<file path="src/rtl/hmg16_pkg.sv">
`default_nettype none
// ----------------------------------------------------------------------------
// hmg16_pkg
// Shared constants, opcodes, state type and controller/datapath bundles for
// the height grid to 16-bit grayscale normalizer.
// ----------------------------------------------------------------------------
package hmg16_pkg;

    localparam int GRID_SIDE = 65;
    localparam int CELLS     = GRID_SIDE * GRID_SIDE;

    localparam int OP_W   = 2;
    localparam int IDX_W  = 13;
    localparam int H_W    = 24;
    localparam int GRAY_W = 16;
    localparam int CNT_W  = $clog2(GRAY_W);
    localparam int NUM_W  = H_W + GRAY_W;

    localparam logic [IDX_W:0]   CELLS_EXT = (IDX_W + 1)'(CELLS);
    localparam logic [GRAY_W-1:0] GRAY_FULL = {GRAY_W{1'b1}};
    localparam logic signed [H_W-1:0] H_MAX = {1'b0, {(H_W-1){1'b1}}};
    localparam logic signed [H_W-1:0] H_MIN = {1'b1, {(H_W-1){1'b0}}};

    localparam logic [OP_W-1:0] OP_CLEAR = 2'd0;
    localparam logic [OP_W-1:0] OP_WRITE = 2'd1;
    localparam logic [OP_W-1:0] OP_READ  = 2'd2;

    typedef enum logic [2:0] {
        ST_IDLE,
        ST_LOAD,
        ST_INIT,
        ST_DIV,
        ST_DONE
    } state_t;

    typedef struct packed {
        logic clr;
        logic wr;
        logic rd;
        logic load;
        logic init;
        logic step;
    } cmd_t;

    typedef struct packed {
        logic special;
    } status_t;

endpackage
`default_nettype wire

</file>
<file path="src/rtl/hmg16_ctrl.sv">
`default_nettype none
// ----------------------------------------------------------------------------
// hmg16_ctrl
// Sequencer: takes command words, steps the datapath through fetch, classify,
// numerator setup and the divide iterations, and strobes the result.
// ----------------------------------------------------------------------------
module hmg16_ctrl
    import hmg16_pkg::*;
(
    input  wire logic              clk,
    input  wire logic              rst_n,
    input  wire logic              start,
    input  wire logic [OP_W-1:0]   opcode,
    input  wire status_t           status,
    output cmd_t                   cmd,
    output logic                   busy,
    output logic                   done
);

    state_t           state_reg;
    state_t           state_next;
    logic [CNT_W-1:0] cnt_reg;
    logic [CNT_W-1:0] cnt_next;
    logic             accept;
    logic             last_step;

    assign accept    = start && (state_reg == ST_IDLE);
    assign last_step = (cnt_reg == CNT_W'(GRAY_W - 1));

    always_ff @(posedge clk or negedge rst_n)
    begin
        if (!rst_n)
        begin
            state_reg <= ST_IDLE;
            cnt_reg   <= '0;
        end
        else
        begin
            state_reg <= state_next;
            cnt_reg   <= cnt_next;
        end
    end

    always_comb
    begin
        state_next = state_reg;
        cnt_next   = cnt_reg;
        case (state_reg)
            ST_IDLE:
            begin
                if (accept && (opcode == OP_READ))
                begin
                    state_next = ST_LOAD;
                end
            end
            ST_LOAD:
            begin
                state_next = ST_INIT;
            end
            ST_INIT:
            begin
                cnt_next   = '0;
                state_next = status.special ? ST_DONE : ST_DIV;
            end
            ST_DIV:
            begin
                cnt_next = cnt_reg + 1'b1;
                if (last_step)
                begin
                    state_next = ST_DONE;
                end
            end
            ST_DONE:
            begin
                state_next = ST_IDLE;
            end
            default:
            begin
                state_next = ST_IDLE;
            end
        endcase
    end

    always_comb
    begin
        cmd  = '0;
        busy = 1'b1;
        done = 1'b0;
        case (state_reg)
            ST_IDLE:
            begin
                busy     = 1'b0;
                cmd.clr  = accept && (opcode == OP_CLEAR);
                cmd.wr   = accept && (opcode == OP_WRITE);
                cmd.rd   = accept && (opcode == OP_READ);
            end
            ST_LOAD:
            begin
                cmd.load = 1'b1;
            end
            ST_INIT:
            begin
                cmd.init = 1'b1;
            end
            ST_DIV:
            begin
                cmd.step = 1'b1;
            end
            ST_DONE:
            begin
                done = 1'b1;
            end
            default:
            begin
                busy = 1'b1;
            end
        endcase
    end

    a_read_goes_busy: assert property (@(posedge clk) disable iff (!rst_n)
        (start && !busy && (opcode == OP_READ)) |=> busy)
        else $error("read word did not start a sequence");

    a_other_stays_idle: assert property (@(posedge clk) disable iff (!rst_n)
        (start && !busy && (opcode != OP_READ)) |=> !busy)
        else $error("non-read word made the block busy");

    a_last_step_done: assert property (@(posedge clk) disable iff (!rst_n)
        ((state_reg == ST_DIV) && last_step) |=> done)
        else $error("divider finished without a result strobe");

    a_done_single: assert property (@(posedge clk) disable iff (!rst_n)
        done |=> (!done && !busy))
        else $error("result strobe longer than one cycle");

endmodule
`default_nettype wire

</file>
<file path="config.mk">
export PLATFORM = sky130hd
export DESIGN_NAME = hmg16_ctrl
export DESIGN_NICKNAME = d
export VERILOG_FILES = /design/src/rtl/hmg16_pkg.sv /design/src/rtl/hmg16_ctrl.sv
export SDC_FILE = /design/constraint.sdc
export NUM_CORES = 1
export LEC_CHECK = 0
export BUFFER_PORTS_ARGS = -buffer_cell sky130_fd_sc_hd__buf_2
export CORE_AREA = 2 2 39 41
export DETAILED_ROUTE_END_ITERATION = 16
export DIE_AREA = 0 0 41 43
export PLACE_DENSITY = 0.56
export SLEW_MARGIN = 20
export SYNTH_ARGS = -nofsm -noshare
export SYNTH_HDL_FRONTEND = slang
export SYNTH_SLANG_ARGS = --single-unit
</file>
<file path="constraint.sdc">
create_clock -name clk -period 2.15 [get_ports clk]
set_input_delay 0.645 -clock clk [delete_from_list [all_inputs] [get_ports clk]]
set_output_delay 0.645 -clock clk [all_outputs]
set_load 0.1 [all_outputs]
</file>
==> key figures, run 1 <==
Outcome
  – Status: finished, violations left
  – Failing checks: negative setup slack

STA
  – Worst clock skew: 4.713 ps
  – Fin crit period: 2255 ps
  – Setup violators final: 3
  – FMAX: 443.4 MHz
  – Slew margin rel.: 82.44%
  – Final count of pins violating max slew: 0
  – RSZ-0062 raised after global routing: true
  – Worst slew pin tran: 262.2 ps
  – Final WS setup: -105.1 ps
  – Final hold vios: 0
  – Final clock period utilization by the worst path: 104.9%

Worst setup path
  – Crit path max fanout: 5
  – CP max stage delay: 450 ps
  – Critical path cell sequence: or3_4 -> nor4bb_4 -> buf_12
  – CP Launch Type: flop
  – Setup CP Type: flop to output pin
  – CP Data Arrival Time: 1610 ps
  – Worst EP required: 1500 ps
  – Critical Path Slowest Stage Cell: or3_4
  – CP endpoint kind: output pin

Routing
  – Via count: 391
  – DR pass1 iterations: 2
  – Drt total wl: 911 um
  – DRC viols: 0
  – Wire length per cell: 11.39 um
  – Via/cell ratio: 4.888
  – Final ANT Viol Nets: 0
  – Iteration-0 DRC Markers: 3

Final layout
  – Final net count: 72
  – Largest register FFs: 4
  – Proportion of layout cells with a drive suffix above 1: 50.00%
  – Post-Layout Cell Count: 80
  – Area delta synth->final: 69.64%
  – Antenna cells: 0
  – Most frequent cells in the layout: buf_4 (8), dfrtp_1 (7), nand3_1 (6), buf_12 (6)
  – Commonest non-fill, non-tap cell in the layout: buf_4
  – # fillers: 127

Place
  – HPWL Detailed: 699.7 um
  – Placed cell count: 73
  – Placer Congestion: 0.7345
  – Port bufs: 13

Die
  – Core footprint: 1384 um2
  – Starting Density: 30.38%
  – Row count: 14
  – IO Pins: 14
  – Die width: 41 um
  – Total die area: 1763 um2
  – Die Ht: 43 um

Logic synthesis
  – Yosys reg bits: 7
  – Mapped Nets: 51
  – Synth Area in Compound Gates: 5.952%
  – Post-synthesis cell area: 420.4 um2
  – YS warnings: 0
  – Post-synthesis sequential area ratio: 41.67%
  – Post-Syn Instances: 44
  – Post-synthesis mux area share: 5.060%
  – Synth Area in Adders: 2.976%
  – Post-Synth Simple-Gate Area: 36.31%
  – Netlist cell types: 23
  – Main combinational cell family by area after synthesis: simple AND/OR/NAND/NOR gates
  – Avg Cell Area, Syn: 9.555 um2
  – Post-Synth XOR/XNOR Area: 0%

Min path
  – Hold crit path type: input pin to asynchronous set/reset pin

Global route
  – Overflow after GRT: 0
  – Via count of the first global-routing pass: 363
  – Total track usage: 12.51%
  – Largest net degree at the start of global routing: 9
  – Initial antenna violation count: 0
  – First-pass GRT wire length: 1483 um

CTS
  – Worst skew pair latency: 250 ps
  – Root Driver: clkbuf_4
  – # hold bufs at CTS: 0
  – H-tree level count: 1
  – Clock Path Buffers: 2
  – CTS Buf Count: 3
  – CTS tree: yes
  – Clk pin slew, worst setup/hold paths: 50 ps
  – CTS sink count: 7

Job
  – Max_cap viols: 0
-- cell families after synthesis --
kind of cell,after synthesis
flip-flops,7
buffers and inverters,5
adder cells (fa/ha/maj),1
AO/OA/AOI/OAI,4
multiplexers,2
AND/OR/NAND/NOR,25
-- synth_stat cells --
master    number  share of area, %
nor4bb_1       1               2.4
nand3_1        6               7.1
mux2i_1        1               2.4
o21ai_0        1               1.2
nor2_1         3               2.7
buf_6          2               5.4
nor4b_1        1               2.1
nand2_1        5               4.5
nor4b_2        1               3.6
or3_4          1               2.7
mux2_2         1               2.7
clkbuf_1       1              0.89
ha_1           1               3.0
inv_1          2               1.8
a31oi_1        2               3.0
nor3b_1        2               3.6
a211oi_1       1               1.8
nor2b_1        1               1.5
nand3b_1       1               1.8
or4_1          1               1.8
nand2b_1       1               1.5
nor3_1         1               1.2
dfrtp_1        7                42
-- final cells by class --
type	instances	area, um2	area share (%)
repair buffers	19	205.2	28.77
flip-flops and latches	7	175.2	24.56
clock buffers	4	26.28	3.684
well taps	16	20.02	2.807
inverters	2	7.507	1.053
multi-input cells	32	279.0	39.12
-- worst paths after layout --
kind                                     startpoint                       end  slack (ps)  depth (start not counted)
max                        state_reg[0]$_DFFE_PN0P_                    cmd[3]        -110                          3
min                                           rst_n    cnt_reg[0]$_DFFE_PN0P_         220                          1
max reg2reg                state_reg[2]$_DFFE_PN0P_    cnt_reg[3]$_DFFE_PN0P_         730                          4
min reg2reg                  cnt_reg[1]$_DFFE_PN0P_    cnt_reg[1]$_DFFE_PN0P_         510                          2
max in group asynchronous                     rst_n  state_reg[0]$_DFFE_PN0P_        1770                          1
min in group clk             cnt_reg[1]$_DFFE_PN0P_    cnt_reg[1]$_DFFE_PN0P_         510                          2
-- what timing repair did --
action	CTS	global route
pin swaps	3	2
cloned	0	0
endpoints found under the setup margin	4	6
resized for setup	3	2
setup buffers	3	0
-- worst max-delay path: cells and delay by family, from the launching register on --
| family | cells | cell delay, ps |
|---|---|---|
| AND/OR/NAND/NOR | 2 | 780 |
| flip-flops | 1 | 370 |
| buffers and inverters | 1 | 210 |
-- per-stage QoR --
stage          util [%]  worst slack [ps]  setup TNS, ps  area [um2]  hold slack, ps
6_report          51.54            -105.1         -217.9       713.2           222.3
4_1_cts           50.90            -109.3         -278.8       704.4           221.3
3_5_place_dp      46.84             84.25              0       648.1           488.0
2_1_floorplan         -            -626.6          -2699       485.5           349.4
5_1_grt           51.54            -175.9         -379.7       713.2           213.6
3_3_place_gp      46.84             107.2              0       648.1           486.8
-- layer usage --
layer	global-route usage [%]	share of wire (%)	vias to the layer above
met1	17.45	48	185
li1	-	-	199
met3	3.141	2.7	2
met2	17.50	49	5
met5	0	0	-
met4	6.000	0.44	0
Power of run 1 is not shown: default switching activity piles up to over one toggle a cycle in this logic, so the estimate is an artifact.
==> run 2: changes to the inputs <==
Settings changed: SETUP_SLACK_MARGIN from default to 0.2.
==> run 2 against run 1 <==
The flow still finishes with violations (negative setup slack). Fmax hardly changed. Core utilization increased by 6.8 points. Non-clock buffer count rose by 4. First-iteration DRC count decreased by 33%. Sequential cell count is the same. Cell count is 5.0% higher. Highest routed layer unchanged.
==> key figures, run 2 (synthesis gave the netlist of run 1 again) <==
Worst setup path
  – R2R Path End: cnt_reg[3]$_DFFE_PN0P_
  – Kind of cell adding the most delay to the critical path: simple AND/OR/NAND/NOR gates
  – Critical Path Slowest Stage Cell: or3_4
  – CP Data Arrival Time: 1610 ps
  – CP Launch Type: flop
  – CP max stage delay: 450 ps
  – Worst r2r path cells: 6
  – Crit path max fanout: 5
  – Critical path cell sequence: or3_4 -> nor4bb_4 -> buf_12
  – Buf/Inv on CP: 1
  – Setup CP Type: flop to output pin
  – Worst EP required: 1500 ps
  – CP endpoint kind: output pin
  – Crit Reg-Reg Startpoint: state_reg[0]$_DFFE_PN0P_
  – R2r setup slk: 660 ps

Global route
  – First-pass GRT wire length: 1662 um
  – Largest net degree at the start of global routing: 9
  – Total track usage: 13.95%
  – Initial antenna violation count: 0
  – Overflow after GRT: 0
  – Via count of the first global-routing pass: 403

Routing
  – DR pass1 iterations: 2
  – Drt total wl: 1009 um
  – Via/cell ratio: 5.000
  – Final ANT Viol Nets: 0
  – Via count: 420
  – DRC viols: 0
  – Iteration-0 DRC Markers: 2
  – Wire length per cell: 12.01 um

Die
  – Core footprint: 1384 um2
  – Die Ht: 43 um
  – Starting Density: 30.38%
  – Total die area: 1763 um2
  – Row count: 14
  – IO Pins: 14
  – Die width: 41 um

Final layout
  – Final net count: 76
  – Area delta synth->final: 91.96%
  – Finished Cell Area: 807.0 um2
  – Antenna cells: 0
  – Most frequent cells in the layout: buf_12 (8), dfrtp_1 (7), nand3_1 (6), buf_4 (6)
  – Proportion of layout cells with a drive suffix above 1: 54.41%
  – Post-Layout Cell Count: 84
  – Commonest non-fill, non-tap cell in the layout: buf_12
  – Largest register FFs: 4

CTS
  – CTS tree: yes
  – # hold bufs at CTS: 0
  – Root Driver: clkbuf_4
  – Worst skew pair latency: 250 ps
  – H-tree level count: 1
  – Clk pin slew, worst setup/hold paths: 50 ps
  – CTS Buf Count: 3
  – Clock Path Buffers: 2
  – CTS sink count: 7

Place
  – Post-Place Cell Area: 648.1 um2
  – Placed cell count: 73
  – Port bufs: 13
  – HPWL Detailed: 699.7 um
  – Post-Place Setup Slack: 84.25 ps
  – Placer Congestion: 0.7344

STA
  – FMAX: 443.4 MHz
  – Worst clock skew: 4.114 ps
  – Final hold vios: 0
  – Final clock period utilization by the worst path: 104.9%
  – Final WS setup: -105.1 ps
  – Worst slew pin tran: 268.5 ps
  – RSZ-0062 raised after global routing: true
  – Fin crit period: 2255 ps
  – Final count of pins violating max slew: 0
  – Setup violators final: 3
  – Slew margin rel.: 82.07%

Min path
  – Hold crit path type: input pin to asynchronous set/reset pin

Job
  – Max_cap viols: 0

Outcome
  – Failing checks: negative setup slack
  – Status: finished, violations left
run 2: cell type report:
cell class | count | area, um2
timing repair buffer | 23 | 279.0
sequential | 7 | 175.2
tap | 16 | 20.02
fill | 119 | 576.8
multi-input combinational | 32 | 295.3
inverter | 2 | 11.26
clock buffer | 4 | 26.28
run 2: metal layers:
metal / vias up / track usage [%] / wire length (um)
met5: - / 0 / 0
met4: 0 / 6.000 / 4
met3: 2 / 3.141 / 25
met2: 5 / 21.25 / 538
met1: 205 / 18.18 / 440
li1: 208 / - / -
run 2: how the worst max path moves through the flow:
stage	start	endpoint	slack (ps)	cells past startpoint
6_report	state_reg[0]$_DFFE_PN0P_	cmd[3]	-110	3
3_3_place_gp	opcode[0]	cmd[4]	110	4
5_1_grt	state_reg[0]$_DFFE_PN0P_	cmd[3]	-180	3
4_1_cts	state_reg[0]$_DFFE_PN0P_	cmd[3]	-110	3
3_5_place_dp	opcode[0]	cmd[4]	80	4
2_1_floorplan	state_reg[0]$_DFFE_PN0P_	cmd[3]	-630	4
run 2: worst reg2reg max path: cells and delay by family, from the launching register on:
| family | cells | cell delay (ps) |
|---|---|---|
| flip-flops | 1 | 340 |
| AND/OR/NAND/NOR | 2 | 640 |
| buffers and inverters | 4 | 450 |
run 2: what timing repair did:
item	in CTS	in global routing
pin swaps	5	3
setup buffers	6	1
gates resized for setup	19	1
hold endpoints to repair	0	0
endpoints found under the setup margin	8	8
run 2: metrics by stage:
step                utilization, %  setup TNS, ps  hold WS (ps)
floorplan                        -          -2699         349.4
global placement             46.84              0         486.8
detailed placement           46.84              0         488.0
CTS                          57.50         -278.8         221.3
global route                 58.32         -426.7         213.6
finish                       58.32         -215.6         220.9
Power of run 2 is left out for the same reason.
==> run 3: changes to the inputs <==
Settings changed: PLACE_DENSITY 0.56 to 0.65.
==> run 3 against run 2 <==
Clock skew down 3.9 ps. Via count down 6.9%. Core utilization down 4.6 points. Global-route usage down 1.2 points. Cell count down 4.8%. Die area unchanged. The run still ends with negative setup slack left. Sequential share of layout area up 1.9 points. Largest cell class unchanged. Critical path type unchanged. Sequential cell count unchanged. Clock-buffer cell count unchanged.
==> key figures, run 3 (synthesis gave the netlist of run 1 again) <==
Routing
  – Final ANT Viol Nets: 0
  – Wire length per cell: 11.96 um
  – Iteration-0 DRC Markers: 2
  – DR pass1 iterations: 2
  – Via count: 391
  – Drt total wl: 957 um
  – DRC viols: 0
  – Via/cell ratio: 4.888

STA
  – Final WS setup: -124.9 ps
  – Worst clock skew: 0.2245 ps
  – Setup violators final: 3
  – Final hold vios: 0
  – Final count of pins violating max slew: 0
  – Fin crit period: 2275 ps
  – Final clock period utilization by the worst path: 105.8%
  – Slew margin rel.: 81.31%
  – RSZ-0062 raised after global routing: true
  – FMAX: 439.6 MHz
  – Worst slew pin tran: 279.9 ps

CTS
  – CTS sink count: 7
  – # hold bufs at CTS: 0
  – Worst skew pair latency: 250 ps
  – Clk pin slew, worst setup/hold paths: 50 ps
  – CTS Buf Count: 3
  – Clock Path Buffers: 2
  – Root Driver: clkbuf_4
  – CTS tree: yes
  – H-tree level count: 1

Place
  – Placer Congestion: 0.7477
  – Post-Place Cell Area: 648.1 um2
  – Placed cell count: 73
  – Port bufs: 13
  – HPWL Detailed: 727.2 um
  – Post-Place Setup Slack: 83.75 ps

Die
  – Total die area: 1763 um2
  – Core footprint: 1384 um2
  – Die width: 41 um
  – IO Pins: 14
  – Starting Density: 30.38%
  – Row count: 14
  – Die Ht: 43 um

Global route
  – Largest net degree at the start of global routing: 9
  – Via count of the first global-routing pass: 353
  – First-pass GRT wire length: 1524 um
  – Overflow after GRT: 0
  – Initial antenna violation count: 0
  – Total track usage: 12.78%

Min path
  – Hold crit path type: input pin to asynchronous set/reset pin

Worst setup path
  – Worst r2r path cells: 4
  – Crit path max fanout: 5
  – CP endpoint kind: output pin
  – CP Launch Type: flop
  – Worst EP required: 1500 ps
  – Setup CP Type: flop to output pin
  – CP Data Arrival Time: 1630 ps

Final layout
  – Finished Cell Area: 743.2 um2
  – Largest register FFs: 4
  – Proportion of layout cells with a drive suffix above 1: 51.56%
  – Post-Layout Cell Count: 80
  – Util after Layout: 53.71%
  – Final net count: 72
  – Antenna cells: 0
  – Most frequent cells in the layout: dfrtp_1 (7), buf_12 (7), nand3_1 (6), buf_4 (6)
  – Area delta synth->final: 76.79%

Outcome
  – Status: finished, violations left
  – Failing checks: negative setup slack

Job
  – Max_cap viols: 0
[run 3: metrics by stage]
stage / setup TNS (ps) / hold WS, ps
floorplan: -2699 / 349.4
global placement: 0 / 482.3
detailed placement: 0 / 484.5
CTS: -280.3 / 224.7
global route: -412.4 / 228.5
finish: -259.2 / 220.7
[run 3: layout make-up]
class,instances,area [um2]
Clock buffer,4,26.28
Fill cell,119,640.6
Inverter,2,11.26
Multi-Input combinational cell,32,289.0
Sequential cell,7,175.2
Tap cell,16,20.02
Timing Repair Buffer,19,221.5
[run 3: repair_timing]
item,in CTS,in global routing
resized for setup,6,7
pin swaps,3,0
endpoints found under the setup margin,8,8
buffers inserted,1,2
[run 3: path summary, 6_finish.rpt]
kind / startpoint / end / slack (ps)
min reg2reg: cnt_reg[1]$_DFFE_PN0P_ / cnt_reg[1]$_DFFE_PN0P_ / 490
min: rst_n / cnt_reg[3]$_DFFE_PN0P_ / 220
max: state_reg[0]$_DFFE_PN0P_ / cmd[3] / -120
max in group asynchronous: rst_n / state_reg[0]$_DFFE_PN0P_ / 1770
max reg2reg: state_reg[0]$_DFFE_PN0P_ / cnt_reg[3]$_DFFE_PN0P_ / 780
min in group clk: cnt_reg[1]$_DFFE_PN0P_ / cnt_reg[1]$_DFFE_PN0P_ / 490
[run 3: per-layer routing]
metal	track usage (%)	share of wire, %	vias to the layer above
li1	-	-	199
met1	15.28	43	183
met2	20.31	54	7
met3	1.571	1.9	2
met4	8.000	1.0	0
met5	0	0	-
[run 3: critical path, stage by stage, from the launching register on]
cell and delay (ps):
dfrtp_1 370, or3_4 450, nor4bb_4 340, buf_12 220
Power of run 3 is left out for the same reason.
